===== config.mk =====
export PLATFORM = sky130hd
export DESIGN_NAME = periodic_event_tick_scheduler
export DESIGN_NICKNAME = d
export VERILOG_FILES = /design/src/sv/pets_pkg.sv /design/src/sv/periodic_event_tick_scheduler.sv
export SDC_FILE = /design/constraint.sdc
export NUM_CORES = 1
export LEC_CHECK = 0
export BUFFER_PORTS_ARGS = -buffer_cell sky130_fd_sc_hd__buf_2
export CAP_MARGIN = 20
export CORE_MARGIN = 5
export CORE_UTILIZATION = 60
export CTS_BUF_LIST = sky130_fd_sc_hd__clkbuf_8 sky130_fd_sc_hd__clkbuf_16
export DETAILED_ROUTE_END_ITERATION = 10
export PLACE_DENSITY = 0.75
export SYNTH_ARGS = -nofsm -noshare
export SYNTH_HDL_FRONTEND = slang
export SYNTH_SLANG_ARGS = --single-unit

===== constraint.sdc =====
create_clock -name i_clk -period 13.8 [get_ports i_clk]
set_clock_uncertainty 0.2 [all_clocks]
set_input_delay 2.76 -clock i_clk [delete_from_list [all_inputs] [get_ports i_clk]]
set_output_delay 2.76 -clock i_clk [all_outputs]
set_load 0.05 [all_outputs]

===== src/sv/pets_pkg.sv =====
// Package for the periodic event tick scheduler: widths, codes and reset values.
// No dependencies; imported by the scheduler top level and its checker.
`default_nettype none

package pets_pkg;

    // Scheduler channel count (1 to 8). Only the first PERIOD_REGS have writable
    // periods; only the first MASK_W have deferred bits and result mask bits.
    localparam int CHANNELS   = 4;

    localparam int TICK_W     = 16;
    localparam int PERIOD_W   = 15;
    localparam int MASK_W     = 4;
    localparam int PERIOD_REGS = 4;
    localparam int OP_W       = 2;
    localparam int CH_W       = 2;
    localparam int CFG_IDX_W  = 3;
    localparam int CFG_DATA_W = 15;

    localparam logic [PERIOD_W-1:0] PERIOD_RESET = PERIOD_W'(1000);

    typedef logic [TICK_W-1:0]   t_tick;
    typedef logic [PERIOD_W-1:0] t_period;
    typedef logic [MASK_W-1:0]   t_mask;

    typedef enum logic [OP_W-1:0] {
        OP_TICK       = 2'd0,
        OP_SERVICE    = 2'd1,
        OP_SET_ENABLE = 2'd2
    } t_op;

    typedef enum logic [CFG_IDX_W-1:0] {
        CFG_PERIOD_CH0 = 3'd0,
        CFG_PERIOD_CH1 = 3'd1,
        CFG_PERIOD_CH2 = 3'd2,
        CFG_PERIOD_CH3 = 3'd3,
        CFG_DEFERRED   = 3'd4,
        CFG_RUN        = 3'd5
    } t_cfg_idx;

endpackage

`default_nettype wire


===== src/sv/periodic_event_tick_scheduler.sv =====
// Periodic event tick scheduler top level; depends on pets_pkg.
// Transactions pass the input register, then the result register; throughput is one per
// cycle, set by the single-pass compare of all channels, unless the result side stalls.
// A waiting result holds; one more transaction enters an empty input register meanwhile.
// Reset (synchronous, active low) clears the tick counter, channel state, pending flags,
// run enable and deferred mask, and returns every period register to 1000.
`default_nettype none

module periodic_event_tick_scheduler
    import pets_pkg::*;
(
    input  wire logic                  i_clk,
    input  wire logic                  i_rst_n,
    // input channel
    input  wire logic                  i_in_valid,
    output logic                       o_in_ready,
    input  wire logic [OP_W-1:0]       i_op,
    input  wire logic [CH_W-1:0]       i_channel,
    input  wire logic                  i_enable_value,
    // result channel
    output logic                       o_out_valid,
    input  wire logic                  i_out_ready,
    output logic [MASK_W-1:0]          o_fired_mask,
    output logic [MASK_W-1:0]          o_serviced_mask,
    output logic [TICK_W-1:0]          o_tick_now,
    // configuration write port
    input  wire logic                  i_cfg_we,
    input  wire logic [CFG_IDX_W-1:0]  i_cfg_index,
    input  wire logic [CFG_DATA_W-1:0] i_cfg_wdata
);

    // ---------------------------------------------------------------
    // Configuration registers
    // ---------------------------------------------------------------
    t_period r_period [CHANNELS];
    t_mask   r_def_mask;
    logic    r_run;

    // ---------------------------------------------------------------
    // Scheduler state
    // ---------------------------------------------------------------
    t_tick   r_tick;
    t_tick   r_last [CHANNELS];
    logic    r_en   [CHANNELS];
    logic    r_pend [CHANNELS];

    t_tick   n_tick;
    t_tick   n_last [CHANNELS];
    logic    n_en   [CHANNELS];
    logic    n_pend [CHANNELS];

    // ---------------------------------------------------------------
    // Input register stage
    // ---------------------------------------------------------------
    logic              r_in_valid;
    logic [OP_W-1:0]   r_op;
    logic [CH_W-1:0]   r_channel;
    logic              r_enable_value;

    // ---------------------------------------------------------------
    // Result register stage
    // ---------------------------------------------------------------
    logic    r_out_valid;
    t_mask   r_fired;
    t_mask   r_served;
    t_tick   r_tick_now;

    t_mask   n_fired;
    t_mask   n_served;
    t_tick   gap [CHANNELS];
    logic    adv;       // result register may load this cycle
    logic    exec;      // a registered transaction is executed this cycle

    assign adv        = !r_out_valid || i_out_ready;
    assign exec       = adv && r_in_valid;
    assign o_in_ready = !r_in_valid || adv;

    assign o_out_valid     = r_out_valid;
    assign o_fired_mask    = r_fired;
    assign o_serviced_mask = r_served;
    assign o_tick_now      = r_tick_now;

    // Distance from each channel's last firing to the advanced tick; the
    // sign bit marks a last fire tick that lies ahead of the counter.
    always_comb begin
        for (int c = 0; c < CHANNELS; c++) begin
            gap[c] = r_tick + 1'b1 - r_last[c];
        end
    end

    // Single-pass update of all channels for the registered transaction
    always_comb begin
        n_tick   = r_tick;
        n_last   = r_last;
        n_en     = r_en;
        n_pend   = r_pend;
        n_fired  = '0;
        n_served = '0;
        unique case (t_op'(r_op))
            OP_TICK: begin
                // advance the counter even while stopped
                n_tick = r_tick + 1'b1;
                if (r_run) begin
                    for (int c = 0; c < CHANNELS; c++) begin
                        if (r_en[c] && !gap[c][TICK_W-1] &&
                            gap[c] >= TICK_W'(r_period[c])) begin
                            n_last[c] = r_tick + 1'b1;
                            n_pend[c] = (c < MASK_W) ? r_def_mask[c] : 1'b0;
                            if (c < MASK_W) begin
                                n_fired[c] = 1'b1;
                            end
                        end
                    end
                end
            end
            OP_SERVICE: begin
                // run and clear deferred work of enabled channels
                if (r_run) begin
                    for (int c = 0; c < CHANNELS; c++) begin
                        if (c < MASK_W) begin
                            if (r_en[c] && r_pend[c] && r_def_mask[c]) begin
                                n_pend[c]   = 1'b0;
                                n_served[c] = 1'b1;
                            end
                        end
                    end
                end
            end
            OP_SET_ENABLE: begin
                // pending flag is left as it is
                if (int'(r_channel) < CHANNELS) begin
                    n_en[r_channel]   = r_enable_value;
                    n_last[r_channel] = '0;
                end
            end
            default: begin
                // unused op code: hold all state, report empty masks
            end
        endcase
    end

    // Control and state registers
    always_ff @(posedge i_clk) begin
        if (!i_rst_n) begin
            r_in_valid  <= 1'b0;
            r_out_valid <= 1'b0;
            r_tick      <= '0;
            r_def_mask  <= '0;
            r_run       <= 1'b0;
            for (int c = 0; c < CHANNELS; c++) begin
                r_last[c]   <= '0;
                r_en[c]     <= 1'b0;
                r_pend[c]   <= 1'b0;
                r_period[c] <= PERIOD_RESET;
            end
        end else begin
            if (o_in_ready) begin
                r_in_valid <= i_in_valid;
            end
            if (adv) begin
                r_out_valid <= r_in_valid;
            end
            if (exec) begin
                r_tick <= n_tick;
                r_last <= n_last;
                r_en   <= n_en;
                r_pend <= n_pend;
            end
            // configuration must be written only while the block is idle; the block does not enforce it
            if (i_cfg_we) begin
                for (int c = 0; c < PERIOD_REGS; c++) begin
                    if (c < CHANNELS && int'(i_cfg_index) == c) begin
                        r_period[c] <= i_cfg_wdata[PERIOD_W-1:0];
                    end
                end
                if (t_cfg_idx'(i_cfg_index) == CFG_DEFERRED) begin
                    r_def_mask <= i_cfg_wdata[MASK_W-1:0];
                end
                if (t_cfg_idx'(i_cfg_index) == CFG_RUN) begin
                    r_run <= i_cfg_wdata[0];
                end
            end
        end
    end

    // Payload registers
    always_ff @(posedge i_clk) begin
        if (i_in_valid && o_in_ready) begin
            r_op           <= i_op;
            r_channel      <= i_channel;
            r_enable_value <= i_enable_value;
        end
        if (exec) begin
            r_fired    <= n_fired;
            r_served   <= n_served;
            r_tick_now <= n_tick;
        end
    end

endmodule

`default_nettype wire


After elaboration in Yosys (flattened, before gate mapping)
Memory sizes are Yosys's and may differ from the RTL's.
Index checks and enable logic that the tools add are counted.
- memory bits (read-only): 0
- bits of input ports: 28
- RAM bits: 60
- register bits: 124
- bits in latches: 0
- memories: 1
- logic and storage cells: 155
- reduce and logical (&&, ||, !) cells: 44
- multipliers: 0
- muxes and demuxes: 52
- divide/modulo/power cells: 0
- order comparisons: 6
- shifts and indexed selects: 0
- add/sub/neg operators: 5
- equal/unequal tests: 17
- bitwise gates (word level): 7
- memories (memory ; words ; bits a word ; rd ports ; clocked after memory_dff ; write ports ; RTL line ; RTL):
    r_period ; 4 ; 15 ; 4 ; 0 ; 4 ; periodic_event_tick_scheduler.sv:35 ; t_period r_period [CHANNELS];
- operators by type and width (cell ; number):
    $pmux 64 s2 ; 1
    $mux 16 ; 6
    $and 64x64->64 ; 1
    $ge 16x15->1 ; 4
    $mux 64 ; 1
    $not 64->64 ; 1
    $sub 16x16->16 ; 4
    $mux 15 ; 4
    $mux 1 ; 34
    $demux 16 s2 ; 1
    $reduce_and 6->1 ; 4
    $ne 2x2->1 const B ; 10
    $logic_and 1x1->1 ; 19
    $add 16x1->16 const B ; 1
    $reduce_and 4->1 ; 4
    $eq 3x3->1 const B ; 4
    $reduce_and 2->1 ; 5
    $mux 4 ; 2
    $pmux 4 s2 ; 1
    $logic_not 1->1 ; 6
    $bwmux 4 ; 1
    $or 1x1->1 ; 4
    $reduce_bool 2->1 ; 2
    $eq 3x2->1 const B ; 1
    other kinds (9) ; 10

Logic depth before layout (Yosys ltp)
- word-level depth: 8
- depth in mapped cells: 24

Worst setup path before layout
OpenSTA, ideal clock, no wires.
- path type: input-to-output
- start: input i_out_ready
- end: output o_in_ready
- stages on the path: 2
- slack: 7.574 ns
- arrival: 3.266 ns
- path through: nor2b_1 -> nand2_1
- cells in the longest elaborated chain, start to end: 2
- RTL lines (element ; RTL line ; RTL):
    start, declared ; periodic_event_tick_scheduler.sv:22 ; input wire logic i_out_ready,
    $logic_or 1x1->1 ; periodic_event_tick_scheduler.sv:74 ; assign adv = !r_out_valid || i_out_ready;
    $logic_or 1x1->1 ; periodic_event_tick_scheduler.sv:76 ; assign o_in_ready = !r_in_valid || adv;
    end, declared ; periodic_event_tick_scheduler.sv:16 ; output logic o_in_ready,
No other way between the ends.

Worst setup path after layout
- start: register r_tick[0]
- end: register r_last[31] in the netlist's numbering
- cells in the longest elaborated chain, start to end: 7
- RTL lines (element ; RTL line ; RTL):
    start, declared ; periodic_event_tick_scheduler.sv:42 ; t_tick r_tick;
    start signal, assigned ; periodic_event_tick_scheduler.sv:164 ; r_tick <= n_tick;
    $add 16x1->16 (*) ; periodic_event_tick_scheduler.sv:87, periodic_event_tick_scheduler.sv:107 ;
    branches (longest 6 deep; another with $sub 16x16->16) ; -- ;
    end signal, assigned ; periodic_event_tick_scheduler.sv:165 ; r_last <= n_last;
    end, declared ; periodic_event_tick_scheduler.sv:43 ; t_tick r_last [CHANNELS];
Mark *: on every way between the ends. The select of a mux whose other input is x is not followed.
A chain may end at the register's enable or synchronous reset.

==> results.sh <==
export IMPL_syn_inst=1297
export IMPL_drc_errors=0
export IMPL_rr_startpoint="r_tick[0]"
export IMPL_status="completed"
export IMPL_cp_start_kind="flop"
export IMPL_drt_pass1_iterations=5
export IMPL_viasPerCell=6.05
export IMPL_fin_crit_sh=0.464
export IMPL_reg2reg_depth=18
export IMPL_cts_tree="built"
export IMPL_synth_area_mm2=0.0122
export IMPL_grt_overflow_total=0
export IMPL_ys_warn_count=0
export IMPL_dp_slack_ns=7.44
export IMPL_fill_cells=1649
export IMPL_syn_nets=1450
export IMPL_cts_made_buffers=17
export IMPL_antenna_found_initial=1
export IMPL_ys_types=75
export IMPL_clkTransAtPathRegs_ns=0.07
export IMPL_holdPathStages=1
export IMPL_layout_setup_ws_ns=7.40
export IMPL_die_w_um=152
export IMPL_finalSetupViolations=0
export IMPL_crit_arrival_ns=6.53
export IMPL_fmax_mhz=156
export IMPL_cts_sinks=184
export IMPL_initial_core_util=0.605
export IMPL_cp_end_kind="flop"
export IMPL_dieArea_mm2=0.0232
export IMPL_whs_ns=0.270
export IMPL_slew_headroom=0.292
export IMPL_power_density_mw_per_mm2=89.7
export IMPL_ys_async_sr_fraction=0
export IMPL_maxSlewViolCount=0
export IMPL_cp_required_ns=13.93
export IMPL_track_usage=0.266
export IMPL_port_buffers=53
export IMPL_maxCapViolations=0
export IMPL_synth_ff_type="dfxtp_1"
export IMPL_num_rows=52
export IMPL_hold_path_class="flop to flop"
export IMPL_grt_pass1_vias=9128
export IMPL_grt_max_degree=97
export IMPL_clock_root_buffer="clkbuf_16"
export IMPL_clk_path_buf_depth=2
export IMPL_insertion_delay_ns=0.44
export IMPL_drtIter0Drc=809
export IMPL_final_nets=1486
export IMPL_antenna_cells=0
export IMPL_core_mm2=0.0201
export IMPL_syn_to_final_growth_pct=8.84
export IMPL_wire_per_inst_um=19.6
export IMPL_finalSetupTns_ns=0
export IMPL_ctsResizeCount=0
export IMPL_rsz0062_at_grt="no"
export IMPL_hold_path_end="r_last[53]"
export IMPL_io_pins=54
export IMPL_leakagePower_uw=0.00568
export IMPL_path_max_fanout=11
export IMPL_synth_seq_cells=184
export IMPL_ir_worst_vdd_v=0.0000770
export IMPL_worstReg2RegEnd="r_last[31]"
export IMPL_postCtsHoldBufs=0
export IMPL_synth_edf_count=89
export IMPL_rrSetupSlack_ns=7.40
export IMPL_ys_seq_area_frac=0.376
export IMPL_avgSynthCellArea_um2=9.37
export IMPL_cts_max_level=4
export IMPL_vias=9777
export IMPL_wirelength_um=31700
export IMPL_ant_nets=0
export IMPL_hold_path_startpoint="r_last[53]"
export IMPL_fin_crit_ns=6.40
export IMPL_final_hold_viol_count=0
export IMPL_worst_setup_path_type="flop to flop"
export IMPL_dp_hpwl_um=23600
export IMPL_grt_pass1_wl_um=49300
export IMPL_drive_above_1_share=0.0936
export IMPL_tightest_slew_ns=1.05
export IMPL_post_cts_buffers=0
export IMPL_routabilityCongestion=0.914
export IMPL_die_height_um=152
## how the worst max path moves through the flow
stage,from,endpoint,slack [ns],cells after the start
after floorplan,i_out_ready,o_in_ready,7.57,2
after global placement,i_out_ready,o_in_ready,7.50,4
after detailed placement,i_out_ready,o_in_ready,7.44,4
after CTS,i_out_ready,o_in_ready,7.44,4
after global routing,r_tick[0],r_last[30],7.02,18
final,r_tick[0],r_last[31],7.40,18
## kinds of logic (layout without fill, tap and decap cells)
kind of cell             after synthesis  after routing  share of synthesized area
AND/OR/NAND/NOR                      410            410                      0.181
AO/OA/AOI/OAI                        279            279                      0.164
buffers and inverters                197            246                     0.0655
flip-flops                           184            184                      0.376
adder cells (fa/ha/maj)              125            125                      0.131
XOR/XNOR                              90             90                     0.0716
multiplexers                          12             12                     0.0103
## sequential cells by signal (all words and copies together) (netlist names), 2 cells and up
signal	count
o_serviced_mask	4
r_pend	4
r_tick	16
o_fired_mask	4
r_op	2
r_period	60
o_tick_now	16
r_def_mask	4
r_last	64
r_en	4
r_channel	2
## cell usage in the layout (no fill, tap or decap), types with 10 or more instances in the layout
cell,Yosys,routed
a21boi_0,10,10
a21o_1,25,25
a21oi_1,52,52
a22o_1,20,20
a31oi_1,12,12
and2_1,59,59
and3_1,13,13
buf_2,12,53
buf_4,5,16
clkbuf_16,0,17
dfxtp_1,95,95
edfxtp_1,89,89
ha_1,121,121
inv_1,145,146
mux2i_1,10,10
nand2_1,76,76
nand2b_1,30,30
nand3_1,67,67
nand4_1,13,13
nor2_1,60,60
nor2b_1,23,23
nor3_1,17,17
nor4_1,12,12
o2111ai_1,17,17
o21a_1,32,32
o21ai_0,38,36
o2bb2ai_1,10,10
or3_1,18,18
xnor2_1,62,62
xor2_1,21,21
## where the power goes
group          internal (µW)  switching, µW
logic                   30.2           65.3
registers                588           7.43
clock network            258            238
## Yosys cell counts, types with 32 or more instances
| master | number | share of area |
|---|---|---|
| and2_1 | 59 | 0.030 |
| o21ai_0 | 38 | 0.016 |
| nand2_1 | 76 | 0.023 |
| a21oi_1 | 52 | 0.021 |
| inv_1 | 145 | 0.045 |
| ha_1 | 121 | 0.12 |
| xnor2_1 | 62 | 0.045 |
| o21a_1 | 32 | 0.020 |
| nor2_1 | 60 | 0.019 |
| dfxtp_1 | 95 | 0.16 |
| nand3_1 | 67 | 0.028 |
| edfxtp_1 | 89 | 0.22 |
## critical path: stages (launching register included)
cell	delay [ns]
dfxtp_1	0.74
ha_1	0.43
nand4_2	0.24
xor2_1	0.36
inv_1	0.25
ha_1	0.39
a21o_1	0.17
a21o_1	0.21
o41a_1	0.43
o21ai_0	0.19
nand2b_1	0.08
a21oi_1	0.17
xnor2_1	0.08
ha_1	0.29
nand2_1	0.06
or4_1	0.53
a21oi_1	0.78
nand3_2	0.32
a32o_1	0.35
## stage by stage
step	power, µW	cell area, µm²	cells	utilization
6_report	1190	13200	1616	0.658
5_1_grt	1230	13200	1616	0.658
4_1_cts	1190	13200	1616	0.658
3_5_place_dp	703	12600	1584	0.629
3_3_place_gp	700	12600	1583	0.628
2_1_floorplan	671	12200	1297	-
## final cells by class
type / count / area, µm² / share of cell area
well taps: 270 / 338 / 0.0255
flip-flops and latches: 184 / 4570 / 0.346
inverters: 145 / 544 / 0.0411
repair buffers: 69 / 385 / 0.0291
clock buffers: 17 / 425 / 0.0322
multi-input cells: 916 / 6800 / 0.514
clock inverters: 15 / 168 / 0.0127
## per-layer routing
metal | track usage | vias to the layer above | wire length [µm]
met4 | 0.0741 | 0 | 704
met3 | 0.0460 | 51 | 2060
met2 | 0.442 | 339 | 15500
met5 | 0 | - | 0
met1 | 0.361 | 4720 | 13500
li1 | - | 4667 | -
(Power assumes the default switching activity.)
